### src/rtl/core/bsds_pkg.sv
package bsds_pkg;

    localparam int SOC_W  = 7;
    localparam int LIM_W  = 8;
    localparam int MV_W   = 16;
    localparam int RTC_W  = 32;
    localparam int LVC_W  = 3;

    localparam logic [SOC_W-1:0] SOC_MAX        = 7'd100;
    localparam logic [SOC_W-1:0] TIER_HIGH      = 7'd95;
    localparam logic [SOC_W-1:0] TIER_MID       = 7'd60;
    localparam logic [SOC_W-1:0] OCV_FULL_GAUGE = 7'd90;
    localparam logic [SOC_W-1:0] OCV_FLOOR_IDX  = 7'd2;
    localparam logic [MV_W-1:0]  LOW_VOLT_MV    = 16'd3300;
    localparam logic [MV_W-1:0]  ZERO_VOLT_MV   = 16'd3400;
    localparam logic [LVC_W-1:0] ZERO_TICKS     = 3'd5;

    // register reset values
    localparam logic [SOC_W-1:0] RST_DEFAULT_SOC         = 7'd50;
    localparam logic [LIM_W-1:0] RST_UP_LIMIT_FULL       = 8'd6;
    localparam logic [LIM_W-1:0] RST_UP_LIMIT_CHARGING   = 8'd3;
    localparam logic [LIM_W-1:0] RST_DOWN_LIMIT_AT_FULL  = 8'd30;
    localparam logic [LIM_W-1:0] RST_DOWN_LIMIT_HIGH     = 8'd15;
    localparam logic [LIM_W-1:0] RST_DOWN_LIMIT_MID      = 8'd6;
    localparam logic [LIM_W-1:0] RST_DOWN_LIMIT_LOW      = 8'd4;
    localparam logic [LIM_W-1:0] RST_DOWN_LIMIT_LOW_VOLT = 8'd2;

    typedef enum logic [2:0] {
        CFG_DEFAULT_SOC,
        CFG_UP_LIMIT_FULL,
        CFG_UP_LIMIT_CHARGING,
        CFG_DOWN_LIMIT_AT_FULL,
        CFG_DOWN_LIMIT_HIGH,
        CFG_DOWN_LIMIT_MID,
        CFG_DOWN_LIMIT_LOW,
        CFG_DOWN_LIMIT_LOW_VOLT
    } t_cfg_idx;

    typedef struct packed {
        logic [SOC_W-1:0] default_soc;
        logic [LIM_W-1:0] up_limit_full;
        logic [LIM_W-1:0] up_limit_charging;
        logic [LIM_W-1:0] down_limit_at_full;
        logic [LIM_W-1:0] down_limit_high;
        logic [LIM_W-1:0] down_limit_mid;
        logic [LIM_W-1:0] down_limit_low;
        logic [LIM_W-1:0] down_limit_low_volt;
    } t_cfg;

    typedef struct packed {
        logic             gauge_available;
        logic [SOC_W-1:0] gauge_soc;
        logic             charger_present;
        logic             battery_full;
        logic             battery_authentic;
        logic             battery_present;
        logic             temp_normal;
        logic             is_charging;
        logic             suspended;
        logic [MV_W-1:0]  voltage_mv;
        logic [RTC_W-1:0] rtc_seconds;
        logic             rtc_ok;
    } t_in;

    typedef struct packed {
        logic [SOC_W-1:0] display_soc;
        logic [SOC_W-1:0] ocv_index;
        logic             ocv_updated;
        logic             pre_full;
    } t_out;

    typedef struct packed {
        logic             started;
        logic [SOC_W-1:0] shown_soc;
        logic [LIM_W-1:0] rise_count;
        logic [LIM_W-1:0] fall_count;
        logic [LVC_W-1:0] low_volt_count;
        logic [RTC_W-1:0] last_update_time;
        logic             full_mark;
    } t_state;

endpackage

### src/rtl/core/bsds_ifs.sv
interface bsds_in_if;
    import bsds_pkg::*;
    logic valid;
    logic ready;
    t_in  data;
    modport source(output valid, output data, input ready);
    modport sink(input valid, input data, output ready);
endinterface

interface bsds_out_if;
    import bsds_pkg::*;
    logic valid;
    logic ready;
    t_out data;
    modport source(output valid, output data, input ready);
    modport sink(input valid, input data, output ready);
endinterface

interface bsds_cfg_if;
    import bsds_pkg::*;
    logic             valid;
    logic             ready;
    t_cfg_idx         index;
    logic [LIM_W-1:0] data;
    modport source(output valid, output index, output data, input ready);
    modport sink(input valid, input index, input data, output ready);
endinterface

### src/rtl/core/battery_soc_display_smoother.sv
// channel   modport  transaction
// i_in      sink     one tick: gauge soc, charger/battery flags, voltage, rtc
// o_out     source   one result per tick: display soc, ocv index, flags
// i_cfg     sink     register write: index and 8-bit data, always ready
//
// one tick per cycle sustained while o_out is ready; a result is offered once the tick
// has passed the input register and then the result register behind the update logic
// i_rst_n is synchronous: clears both stages and the smoothing state, resets the registers
// a stalled o_out holds its result; the input register still fills behind it
// and i_in.ready drops only when both stages are occupied
module battery_soc_display_smoother #(
    parameter int SUSPEND_GAP_SECONDS = 480
) (
    input  logic      i_clk,
    input  logic      i_rst_n,
    bsds_in_if.sink   i_in,
    bsds_out_if.source o_out,
    bsds_cfg_if.sink  i_cfg
);
    import bsds_pkg::*;

    t_cfg   w_cfg;
    t_state r_state;
    t_state n_state;
    t_out   n_out;
    t_out   r_out;
    t_in    r_s1_item;
    logic   r_s1_valid;
    logic   r_out_valid;
    logic   w_adv;

    // configuration registers
    bsds_cfg_regs u_cfg (
        .i_clk   (i_clk),
        .i_rst_n (i_rst_n),
        .i_cfg   (i_cfg),
        .o_cfg   (w_cfg)
    );

    // single-pass update from registered tick and current state
    bsds_update #(
        .SUSPEND_GAP_SECONDS (SUSPEND_GAP_SECONDS)
    ) u_update (
        .i_item  (r_s1_item),
        .i_state (r_state),
        .i_cfg   (w_cfg),
        .o_state (n_state),
        .o_res   (n_out)
    );

    // result register moves when it is empty or being taken
    assign w_adv       = !r_out_valid || o_out.ready;
    assign i_in.ready  = !r_s1_valid || w_adv;
    assign o_out.valid = r_out_valid;
    assign o_out.data  = r_out;

    always_ff @(posedge i_clk) begin
        if (!i_rst_n) begin
            r_s1_valid  <= 1'b0;
            r_out_valid <= 1'b0;
            r_state     <= '0;
        end else begin
            if (i_in.ready) begin
                r_s1_valid <= i_in.valid;
            end
            if (w_adv) begin
                r_out_valid <= r_s1_valid;
            end
            // state commits exactly when the tick's result is registered
            if (w_adv && r_s1_valid) begin
                r_state <= n_state;
            end
        end
    end

    // payload, no reset
    always_ff @(posedge i_clk) begin
        if (i_in.valid && i_in.ready) begin
            r_s1_item <= i_in.data;
        end
        if (w_adv && r_s1_valid) begin
            r_out <= n_out;
        end
    end

    // pre-full flag is sticky once set
    a_full_sticky: assert property (@(posedge i_clk) disable iff (!i_rst_n)
        r_state.full_mark |=> r_state.full_mark)
        else $error("full mark cleared");

    // low-voltage tick count saturates at the zero threshold
    a_lvc_range: assert property (@(posedge i_clk) disable iff (!i_rst_n)
        r_state.low_volt_count <= ZERO_TICKS)
        else $error("low voltage count out of range");

    // a tick in the input stage is kept while the result side is stalled
    a_s1_hold: assert property (@(posedge i_clk) disable iff (!i_rst_n)
        (r_s1_valid && !w_adv) |=> (r_s1_valid && $stable(r_s1_item)))
        else $error("input stage lost while stalled");

    // state only changes when a result is registered
    a_state_commit: assert property (@(posedge i_clk) disable iff (!i_rst_n)
        !(w_adv && r_s1_valid) |=> $stable(r_state))
        else $error("state changed without a result");

endmodule

### src/rtl/core/bsds_cfg_regs.sv
module bsds_cfg_regs (
    input  logic            i_clk,
    input  logic            i_rst_n,
    bsds_cfg_if.sink        i_cfg,
    output bsds_pkg::t_cfg  o_cfg
);
    import bsds_pkg::*;

    t_cfg r_cfg;

    assign i_cfg.ready = 1'b1;
    assign o_cfg       = r_cfg;

    always_ff @(posedge i_clk) begin
        if (!i_rst_n) begin
            r_cfg.default_soc         <= RST_DEFAULT_SOC;
            r_cfg.up_limit_full       <= RST_UP_LIMIT_FULL;
            r_cfg.up_limit_charging   <= RST_UP_LIMIT_CHARGING;
            r_cfg.down_limit_at_full  <= RST_DOWN_LIMIT_AT_FULL;
            r_cfg.down_limit_high     <= RST_DOWN_LIMIT_HIGH;
            r_cfg.down_limit_mid      <= RST_DOWN_LIMIT_MID;
            r_cfg.down_limit_low      <= RST_DOWN_LIMIT_LOW;
            r_cfg.down_limit_low_volt <= RST_DOWN_LIMIT_LOW_VOLT;
        end else if (i_cfg.valid) begin
            case (i_cfg.index)
                CFG_DEFAULT_SOC:         r_cfg.default_soc <= i_cfg.data[SOC_W-1:0];
                CFG_UP_LIMIT_FULL:       r_cfg.up_limit_full <= i_cfg.data;
                CFG_UP_LIMIT_CHARGING:   r_cfg.up_limit_charging <= i_cfg.data;
                CFG_DOWN_LIMIT_AT_FULL:  r_cfg.down_limit_at_full <= i_cfg.data;
                CFG_DOWN_LIMIT_HIGH:     r_cfg.down_limit_high <= i_cfg.data;
                CFG_DOWN_LIMIT_MID:      r_cfg.down_limit_mid <= i_cfg.data;
                CFG_DOWN_LIMIT_LOW:      r_cfg.down_limit_low <= i_cfg.data;
                CFG_DOWN_LIMIT_LOW_VOLT: r_cfg.down_limit_low_volt <= i_cfg.data;
                default: begin
                end
            endcase
        end
    end

endmodule

### src/rtl/core/bsds_update.sv
module bsds_update #(
    parameter int SUSPEND_GAP_SECONDS = 480
) (
    input  bsds_pkg::t_in    i_item,
    input  bsds_pkg::t_state i_state,
    input  bsds_pkg::t_cfg   i_cfg,
    output bsds_pkg::t_state o_state,
    output bsds_pkg::t_out   o_res
);
    import bsds_pkg::*;

    localparam logic [RTC_W-1:0] GAP = RTC_W'(SUSPEND_GAP_SECONDS);

    logic             full_cond;
    logic             chg_cond;
    logic [SOC_W-1:0] g_sat;
    logic [SOC_W-1:0] dflt_sat;
    logic [SOC_W-1:0] s_full;
    logic [SOC_W-1:0] s_br;
    logic [SOC_W-1:0] s_drop;
    logic [SOC_W-1:0] s_fin;
    logic [SOC_W-1:0] idx;
    logic [LIM_W-1:0] lim;
    logic [LIM_W-1:0] rise_n;
    logic [LIM_W-1:0] fall_n;
    logic [LVC_W-1:0] lvc_n;
    logic [RTC_W-1:0] gap;
    logic             susp_drop;

    always_comb begin
        g_sat     = (i_item.gauge_soc > SOC_MAX) ? SOC_MAX : i_item.gauge_soc;
        dflt_sat  = (i_cfg.default_soc > SOC_MAX) ? SOC_MAX : i_cfg.default_soc;
        full_cond = i_item.charger_present && i_item.battery_full &&
                    i_item.battery_authentic && i_item.battery_present &&
                    i_item.temp_normal;
        chg_cond  = i_item.charger_present && i_item.is_charging && i_item.battery_present;
        gap       = i_item.rtc_seconds - i_state.last_update_time;
        susp_drop = i_item.suspended && i_item.rtc_ok && (gap >= GAP);

        // full branch step
        if (i_state.rise_count >= i_cfg.up_limit_full) begin
            s_full = i_state.shown_soc + 7'd1;
        end else begin
            s_full = i_state.shown_soc;
        end

        // charge / discharge branch
        s_br   = i_state.shown_soc;
        rise_n = i_state.rise_count;
        fall_n = i_state.fall_count;
        s_drop = i_state.shown_soc;
        lim    = i_cfg.down_limit_low;
        if (chg_cond) begin
            fall_n = '0;
            if (g_sat > i_state.shown_soc) begin
                if (i_state.rise_count >= i_cfg.up_limit_charging) begin
                    rise_n = '0;
                    s_br   = i_state.shown_soc + 7'd1;
                end else begin
                    rise_n = i_state.rise_count + 8'd1;
                end
            end
        end else begin
            rise_n = '0;
            if (g_sat < i_state.shown_soc) begin
                // extra drop after a long suspend gap
                s_drop = susp_drop ? (i_state.shown_soc - 7'd1) : i_state.shown_soc;
                if (s_drop == SOC_MAX) begin
                    lim = i_cfg.down_limit_at_full;
                end else if (s_drop >= TIER_HIGH) begin
                    lim = i_cfg.down_limit_high;
                end else if (s_drop >= TIER_MID) begin
                    lim = i_cfg.down_limit_mid;
                end else begin
                    lim = i_cfg.down_limit_low;
                end
                if ((i_item.voltage_mv < LOW_VOLT_MV) && i_item.battery_present) begin
                    lim = i_cfg.down_limit_low_volt;
                end
                s_br = s_drop;
                if (i_state.fall_count >= lim) begin
                    fall_n = '0;
                    if (s_drop > 7'd1) begin
                        s_br = s_drop - 7'd1;
                    end
                end else begin
                    fall_n = i_state.fall_count + 8'd1;
                end
            end
        end

        // range clamp, zero only after enough low-voltage ticks
        lvc_n = i_state.low_volt_count;
        if (s_br >= SOC_MAX) begin
            s_fin = SOC_MAX;
        end else if (s_br < 7'd2) begin
            if (!i_item.battery_present) begin
                s_fin = 7'd1;
            end else begin
                if (i_item.voltage_mv < ZERO_VOLT_MV) begin
                    if (i_state.low_volt_count < ZERO_TICKS) begin
                        lvc_n = i_state.low_volt_count + 3'd1;
                    end
                end else begin
                    lvc_n = '0;
                end
                s_fin = (lvc_n >= ZERO_TICKS) ? 7'd0 : 7'd1;
            end
        end else begin
            s_fin = s_br;
        end

        if (s_fin <= OCV_FLOOR_IDX) begin
            idx = OCV_FLOOR_IDX;
        end else if ((s_fin == SOC_MAX) && (g_sat > OCV_FULL_GAUGE)) begin
            idx = SOC_MAX;
        end else begin
            idx = s_fin - 7'd1;
        end

        o_state = i_state;
        o_res   = '0;
        if (!i_item.gauge_available) begin
            o_res.display_soc = dflt_sat;
            o_res.pre_full    = i_state.full_mark;
        end else if (!i_state.started) begin
            o_state.started   = 1'b1;
            o_state.shown_soc = g_sat;
            o_res.display_soc = g_sat;
            o_res.pre_full    = i_state.full_mark;
        end else if (full_cond) begin
            o_state.fall_count = '0;
            o_state.rise_count = (i_state.rise_count >= i_cfg.up_limit_full) ?
                                 '0 : (i_state.rise_count + 8'd1);
            if (s_full >= SOC_MAX) begin
                o_state.shown_soc = SOC_MAX;
                o_state.full_mark = 1'b1;
            end else begin
                o_state.shown_soc = s_full;
            end
            o_res.display_soc = o_state.shown_soc;
            o_res.ocv_index   = o_state.shown_soc;
            o_res.ocv_updated = 1'b1;
            o_res.pre_full    = o_state.full_mark;
        end else begin
            o_state.shown_soc      = s_fin;
            o_state.rise_count     = rise_n;
            o_state.fall_count     = fall_n;
            o_state.low_volt_count = lvc_n;
            if (i_item.rtc_ok) begin
                o_state.last_update_time = i_item.rtc_seconds;
            end
            o_res.display_soc = s_fin;
            o_res.ocv_index   = idx;
            o_res.ocv_updated = 1'b1;
            o_res.pre_full    = i_state.full_mark;
        end
    end

endmodule

### src/flat_wrapper.sv
// flat-port wrapper written by rule: the top's interface ports become plain ports
module battery_soc_display_smoother_flat import bsds_pkg::*;
#(
    parameter int SUSPEND_GAP_SECONDS = 480
)
  (i_clk, i_rst_n, i_in_valid, i_in_data, i_in_ready, o_out_valid, o_out_data, o_out_ready, i_cfg_valid, i_cfg_index, i_cfg_data, i_cfg_ready);
  bsds_in_if i_in_i ();
  bsds_out_if o_out_i ();
  bsds_cfg_if i_cfg_i ();
  input  logic i_clk;
  input  logic i_rst_n;
  input wire logic [$bits(i_in_i.valid)-1:0] i_in_valid;
  input wire logic [$bits(i_in_i.data)-1:0] i_in_data;
  output wire logic [$bits(i_in_i.ready)-1:0] i_in_ready;
  output wire logic [$bits(o_out_i.valid)-1:0] o_out_valid;
  output wire logic [$bits(o_out_i.data)-1:0] o_out_data;
  input wire logic [$bits(o_out_i.ready)-1:0] o_out_ready;
  input wire logic [$bits(i_cfg_i.valid)-1:0] i_cfg_valid;
  input wire logic [$bits(i_cfg_i.index)-1:0] i_cfg_index;
  input wire logic [$bits(i_cfg_i.data)-1:0] i_cfg_data;
  output wire logic [$bits(i_cfg_i.ready)-1:0] i_cfg_ready;
  assign i_in_i.valid = i_in_valid;
  assign i_in_i.data = i_in_data;
  assign i_in_ready = i_in_i.ready;
  assign o_out_valid = o_out_i.valid;
  assign o_out_data = o_out_i.data;
  assign o_out_i.ready = o_out_ready;
  assign i_cfg_i.valid = i_cfg_valid;
  assign i_cfg_i.index = i_cfg_index;
  assign i_cfg_i.data = i_cfg_data;
  assign i_cfg_ready = i_cfg_i.ready;
  battery_soc_display_smoother #(.SUSPEND_GAP_SECONDS(SUSPEND_GAP_SECONDS)) u_core (.i_clk(i_clk), .i_rst_n(i_rst_n), .i_in(i_in_i), .o_out(o_out_i), .i_cfg(i_cfg_i));
endmodule
### config.mk
export PLATFORM = sky130hd
export DESIGN_NAME = battery_soc_display_smoother_flat
export DESIGN_NICKNAME = d
export VERILOG_FILES = /design/src/rtl/core/bsds_pkg.sv /design/src/rtl/core/bsds_ifs.sv /design/src/rtl/core/battery_soc_display_smoother.sv /design/src/rtl/core/bsds_cfg_regs.sv /design/src/rtl/core/bsds_update.sv /design/src/flat_wrapper.sv
export SDC_FILE = /design/constraint.sdc
export NUM_CORES = 1
export LEC_CHECK = 0
export BUFFER_PORTS_ARGS = -buffer_cell sky130_fd_sc_hd__buf_2
export CORE_ASPECT_RATIO = 0.75
export CORE_MARGIN = 2
export CORE_UTILIZATION = 28
export DETAILED_ROUTE_END_ITERATION = 8
export SKIP_LAST_GASP = 1
export SLEW_MARGIN = 20
export SYNTH_ARGS = -nofsm -noshare
export SYNTH_HDL_FRONTEND = slang
export SYNTH_HIERARCHICAL = 1
export SYNTH_SLANG_ARGS = --single-unit
### constraint.sdc
create_clock -name i_clk -period 10.7 [get_ports i_clk]
set_input_delay 1.605 -clock i_clk [delete_from_list [all_inputs] [get_ports i_clk]]
set_output_delay 1.605 -clock i_clk [all_outputs]
set_load 0.05 [all_outputs]
# Yosys cells after proc, flatten, opt, wreduce, memory -nomap -nowiden

Cells that the tools add are included.

Equal/unequal tests: 10
$add $sub $neg: 8
Muxes and demuxes: 43
Reductions and logical operators: 33
Bitwise gates (word level): 2
$lt $le $gt $ge: 20

Operators with widths:

| kind                                                                | number |
|---|---|
| two-way mux 7 bit                                                   | 18 |
| two-way mux 8 bit                                                   | 13 |
| greater-or-equal comparator 32 x 9 -> 1 bit (second input constant) | 1 |
| < comparator 16 x 12 -> 1 bit (second input constant)               | 2 |
| subtractor 32 bit                                                   | 1 |
| greater-or-equal comparator 8 bit                                   | 3 |
| two-way mux 23 bit                                                  | 1 |
| greater-or-equal comparator 7 bit (second input constant)           | 3 |
| > comparator 7 bit (second input constant)                          | 3 |
| subtractor 7 x 1 -> 7 bit (second input constant)                   | 3 |
| AND reduction 2 bit                                                 | 10 |
| adder 8 x 1 -> 8 bit (second input constant)                        | 2 |
| two-way mux 16 bit                                                  | 1 |
| two-way mux 3 bit                                                   | 5 |
| == test 7 bit (second input constant)                               | 2 |
| == test 3 bit (second input constant)                               | 4 |
| logical AND 1 bit                                                   | 12 |
| AND reduction 4 bit                                                 | 3 |
| adder 7 x 1 -> 7 bit (second input constant)                        | 1 |
| greater-or-equal comparator 7 x 6 -> 1 bit (second input constant)  | 1 |
| > comparator 7 x 1 -> 1 bit (second input constant)                 | 1 |
| > comparator 7 bit                                                  | 1 |
| less-or-equal comparator 7 x 2 -> 1 bit (second input constant)     | 1 |
| < comparator 7 x 2 -> 1 bit (second input constant)                 | 1 |
| other kinds (15)                                                    | 23 |

Input bits: 80
Register bits after elaboration: 205

# Longest topological paths before layout

Depth in word-level cells: 30
Depth in mapped cells: 44
Depth with buffers taken out: 41

# Hierarchy

The synthesis kept the hierarchy.

Modules (own cells, without submodules):

| module                       | area each (µm²) | seq. area each (µm²) | times used | cells each |
|---|---|---|---|---|
| bsds_update                  | 6,421.2         | 0.0                  | 1          | 975 |
| battery_soc_display_smoother | 4,958.5         | 3,643.5              | 1          | 350 |
| bsds_cfg_regs                | 2,412.3         | 1,261.2              | 1          | 228 |

# Least setup slack after synthesis

Ideal clock, no wire load.

Path type: register -> register
From: reg u_core/r_s1_item[16] (netlist bit)
To: reg u_core.r_out (netlist bit u_core/o_out.data[5]) (data pin)
Setup slack: 2,251 ps
Data required time: 10,441 ps
Arrival time: 8,191 ps
Cell stages (with the launch flop): 40
Library setup time: 259 ps
Path buffers: 3
Path through: edfxtp_1 ha_1 buf_6 a21oi_2 o211a_4 a2111oi_4 o2111ai_1 or4b_1 nor4_1 nand4b_1 o31a_1 buf_2 xnor2_1 inv_1 ha_1 nand2b_1 nor4_1 clkbuf_1 [4 not listed] a21o_1 a21o_1 a21oi_1 nor2b_1 o21ai_0 a21oi_1 nand2_1 a21oi_1 a221oi_2 mux2i_1 o211ai_1 and2_1 a21oi_1 ha_1 o211ai_1 o221ai_1 nor2_1 a211o_1

Word-level cells in the longest chain between the ends: 23
Elaborated cells between the ends (all ways): 31
Those cells by class: 3 x add/sub; 8 x order compare; 2 x eq/ne; 16 x mux; 2 x reduce/logical

Ends and longest elaborated chain:

| what                                                                              | line                               | text |
|---|---|---|
| from (decl)                                                                       | battery_soc_display_smoother.sv:27 | `t_in r_s1_item;` |
| from (signal assigned)                                                            | battery_soc_display_smoother.sv:79 | `r_s1_item <= i_in.data;` |
| subtractor 32 bit (*)                                                             | bsds_update.sv:37                  | `gap = i_item.rtc_seconds - i_state.last_update_time;` |
| greater-or-equal comparator 32 x 9 -> 1 bit (*)                                   | bsds_update.sv:38                  | `susp_drop = i_item.suspended && i_item.rtc_ok && (gap >= GAP);` |
| logical AND 1 bit (*)                                                             | bsds_update.sv:38                  |  |
| two-way mux 7 bit (*)                                                             | bsds_update.sv:67                  | `s_drop = susp_drop ? (i_state.shown_soc - 7'd1) : i_state.shown_soc;` |
| greater-or-equal comparator 7 x 6 -> 1 bit                                        | bsds_update.sv:72                  | `end else if (s_drop >= TIER_MID) begin` |
| two-way mux 8 bit                                                                 | bsds_update.sv:72                  |  |
| two-way mux 8 bit                                                                 | bsds_update.sv:70                  | `end else if (s_drop >= TIER_HIGH) begin` |
| two-way mux 8 bit                                                                 | bsds_update.sv:68                  | `if (s_drop == SOC_MAX) begin` |
| [5 not listed]                                                                    | n/a                                |  |
| two-way mux 7 bit (*)                                                             | bsds_update.sv:65                  | `if (g_sat < i_state.shown_soc) begin` |
| two-way mux 7 bit (*)                                                             | bsds_update.sv:53                  | `if (chg_cond) begin` |
| < comparator 7 x 2 -> 1 bit                                                       | bsds_update.sv:96                  | `end else if (s_br < 7'd2) begin` |
| two-way mux 7 bit                                                                 | bsds_update.sv:96                  |  |
| two-way mux 7 bit (*)                                                             | bsds_update.sv:94                  | `if (s_br >= SOC_MAX) begin` |
| parallel branches: the longest is 3 deep, another holds subtractor 7 x 1 -> 7 bit | n/a                                |  |
| two-way mux 7 bit (*)                                                             | bsds_update.sv:113                 | `if (s_fin <= OCV_FLOOR_IDX) begin` |
| two-way mux 16 bit (*)                                                            | bsds_update.sv:131                 | `end else if (full_cond) begin` |
| to (signal assigned)                                                              | battery_soc_display_smoother.sv:82 | `r_out <= n_out;` |
| to (decl)                                                                         | battery_soc_display_smoother.sv:26 | `t_out r_out;` |

Mark *: on every way between the ends. The select of a mux whose other input is x is not followed.
A chain may end at the register's enable or synchronous reset.

# Worst setup path after layout

From: reg u_core/r_s1_item[7] (netlist bit)
To: reg u_core.r_out (netlist bit u_core/o_out.data[5]) (data pin)

The elaborated chain is that of the path after synthesis.

==> results.cfg <==
[status]
outcome = complete, no violations

[clock_tree]
h_tree_depth_reported_by_cts = 1
clk_path_buf_depth = 3
clock_tree_root = sky130_fd_sc_hd__clkbuf_16
clkTransAtPathRegs_ns = 0.06
worstSkewPairLatency_ns = 0.54
tritoncts = done
clkSinkCount = 203
cts_hold_repair.buffers = 0
cts_inserted_buffers = 25

[power]
combinationalPowerShare_pct = 18.3
seq_power_share_pct = 40.8
power_density_nw_per_um2 = 133
total_power_w = 0.00208
netSwitchingPower_w = 0.000603
total_leakage_power_nw = 6.17
clock_power_share_pct = 41.0
peak_supply_drop_mv = 0.100
cell_internal_power_dissipation_w = 0.00148
switching_share_pct = 29.0

[die]
die-width_um = 260
design.die.area_um2 = 50800
floorplan.initialDensity_pct = 28.2
placeableCoreArea_um2 = 48600
core.rowCount = 70
top_level_pins = 99
floorplan.die.height_um = 196

[timing]
final.period_utilization_pct = 94.2
clock_skew_ns = 0.0211
setup_total_negative_slack_ns = 0
fmaxAchievable_ghz = 0.0992
rel_slew_slack_pct = 28.9
setup_viol_count_final = 0
rsz_0062_raised_after_global_routing = no
drv_slew = 0
tightest_slew_ns = 1.06
post-route-min-period_ns = 10.08
hold_violations = 0

[flow_run]
cap_viol_max_count = 0

[global_route]
pin_count_of_the_biggest_net_entering_global_routing = 115
first_pass_grt_wire_length_mm = 62.9
grt_use_total_pct = 15.4
global_route.overflow_total = 0
antenna_found_initial = 1
vias_in_the_first_global_route = 11300

[critical_path]
cp_buf_inv_count = 3
startpoint_type = flip-flop
critPathSlowestCell = sky130_fd_sc_hd__nor4_1
worst_setup_path_end_kind = flip-flop
cp_required_ns = 10.99
crit_path_max_fanout = 8
critical_path.max_stage_delay_ns = 0.56
timing.critical_path.max_delay_family = compound AO/OA/AOI/OAI gates
critPathArrivalTime_ns = 10.36
cpMostUsedCell = sky130_fd_sc_hd__a21oi_1
worstSetupPathType = flip-flop to flip-flop

[routing]
initialDrtViolationCount = 902
detailed_route_wl_mm = 39.6
route.antenna.remaining_nets = 0
drt-wirelength-per-cell_um = 17.2
num_vias = 11900
drc = 0
drt_first_pass_iters = 5
routed_via_density = 5.18

[synthesis]
yosys_warnings = 6
synth_cells = 1551
syn_area_per_cell_um2 = 8.85
netlist_area_pre_place_um2 = 13700
net_count_synth = 1706

[placed_design]
number_of_buffers_added_on_ports = 95
finalWeightedCongestion = 0.931
dp_hpwl_mm = 29.3

[finish]
drive_gt1_share_pct = 15.2
area_growth_syn_to_layout_pct = 14.2
multi_input_comb_area_um2 = 8160
finish.net_count = 1785
num-fill-cells = 5026
register_area_um2 = 4840

[hold_path]
hp-class = flip-flop to flip-flop
==> flip-flops by register name, indices dropped and copies added, names as in the netlist <==
| name | flops |
|---|---|
| u_core/o_out.valid | 1 |
| u_core/r_s1_item | 62 |
| u_core/u_cfg/o_cfg | 63 |
| u_core/o_out.data | 16 |
| u_core/r_state | 60 |
| u_core/r_s1_valid | 1 |
==> repair_timing <==
action                                  CTS  global route
gates resized for setup                   0             6
endpoints found under the setup margin    0             4
setup buffers                             0             1
==> layout make-up <==
type                       instances  area share, %
sequential                       203           30.9
clock buffer                      32           4.62
clock inverter                    13          0.670
multi-input combinational       1191           52.0
timing repair buffer             130           4.75
tap                              648           5.17
antenna                            1         0.0160
inverter                          79           1.89
==> path summary, 6_finish.rpt <==
kind,cells past startpoint,startpoint,endpoint,slack [ns]
min reg2reg,2,u_core/u_cfg/o_cfg[30]$_SDFFE_PN0P_,u_core/u_cfg/o_cfg[30]$_SDFFE_PN0P_,0.46
max,39,u_core/r_s1_item[7]$_DFFE_PP_,u_core/o_out.data[5]$_DFFE_PP_,0.62
min,2,u_core/u_cfg/o_cfg[30]$_SDFFE_PN0P_,u_core/u_cfg/o_cfg[30]$_SDFFE_PN0P_,0.46
max reg2reg,39,u_core/r_s1_item[7]$_DFFE_PP_,u_core/o_out.data[5]$_DFFE_PP_,0.62
==> worst min-delay path: cells and delay by family, from the launching register on <==
family	cells	cell delay [ns]
muxes	1	0.05
and+or+nand+nor	1	0.05
DFF	1	0.30
==> per-layer routing <==
| layer | vias up | global-route usage (%) | wire length, um |
|---|---|---|---|
| met1 | 5680 | 22.7 | 19600 |
| met4 | 0 | 3.96 | 844 |
| met3 | 51 | 3.86 | 2940 |
| met2 | 384 | 22.2 | 16300 |
| li1 | 5773 | - | - |
| met5 | - | 0 | 0 |
==> through the flow <==
stage                     util (%)  cells  instance area (um^2)  hold slack, ns  setup slack (ns)
after floorplan                  -   1551                 13700           0.434              2.25
after global placement        30.5   2250                 14800           0.442             0.859
after detailed placement      30.5   2250                 14800           0.449             0.713
after CTS                     32.2   2295                 15600           0.459             0.630
after global routing          32.3   2296                 15700           0.475            0.0759
final                         32.3   2297                 15700           0.458             0.623
==> power by group through the flow <==
stage	Combinational [W]	Clock, W	Sequential (W)
floorplan	0.000248	0	0.000868
global placement	0.000367	0	0.000865
detailed placement	0.000371	0	0.000866
CTS	0.000373	0.000884	0.000849
global route	0.000416	0.000912	0.000852
finish	0.000380	0.000853	0.000849
==> layout by cell type (no fill, tap or decap), types with 40 or more instances in the layout <==
master,n
sky130_fd_sc_hd__nand2_1,267
sky130_fd_sc_hd__mux2i_1,140
sky130_fd_sc_hd__dfxtp_1,125
sky130_fd_sc_hd__buf_2,94
sky130_fd_sc_hd__a21oi_1,82
sky130_fd_sc_hd__edfxtp_1,78
sky130_fd_sc_hd__o21ai_0,75
sky130_fd_sc_hd__inv_1,74
sky130_fd_sc_hd__ha_1,72
sky130_fd_sc_hd__nor2_1,62
sky130_fd_sc_hd__nor2b_1,42
sky130_fd_sc_hd__nand3_1,41
sky130_fd_sc_hd__mux2_2,40
(Power assumes the default switching activity.)
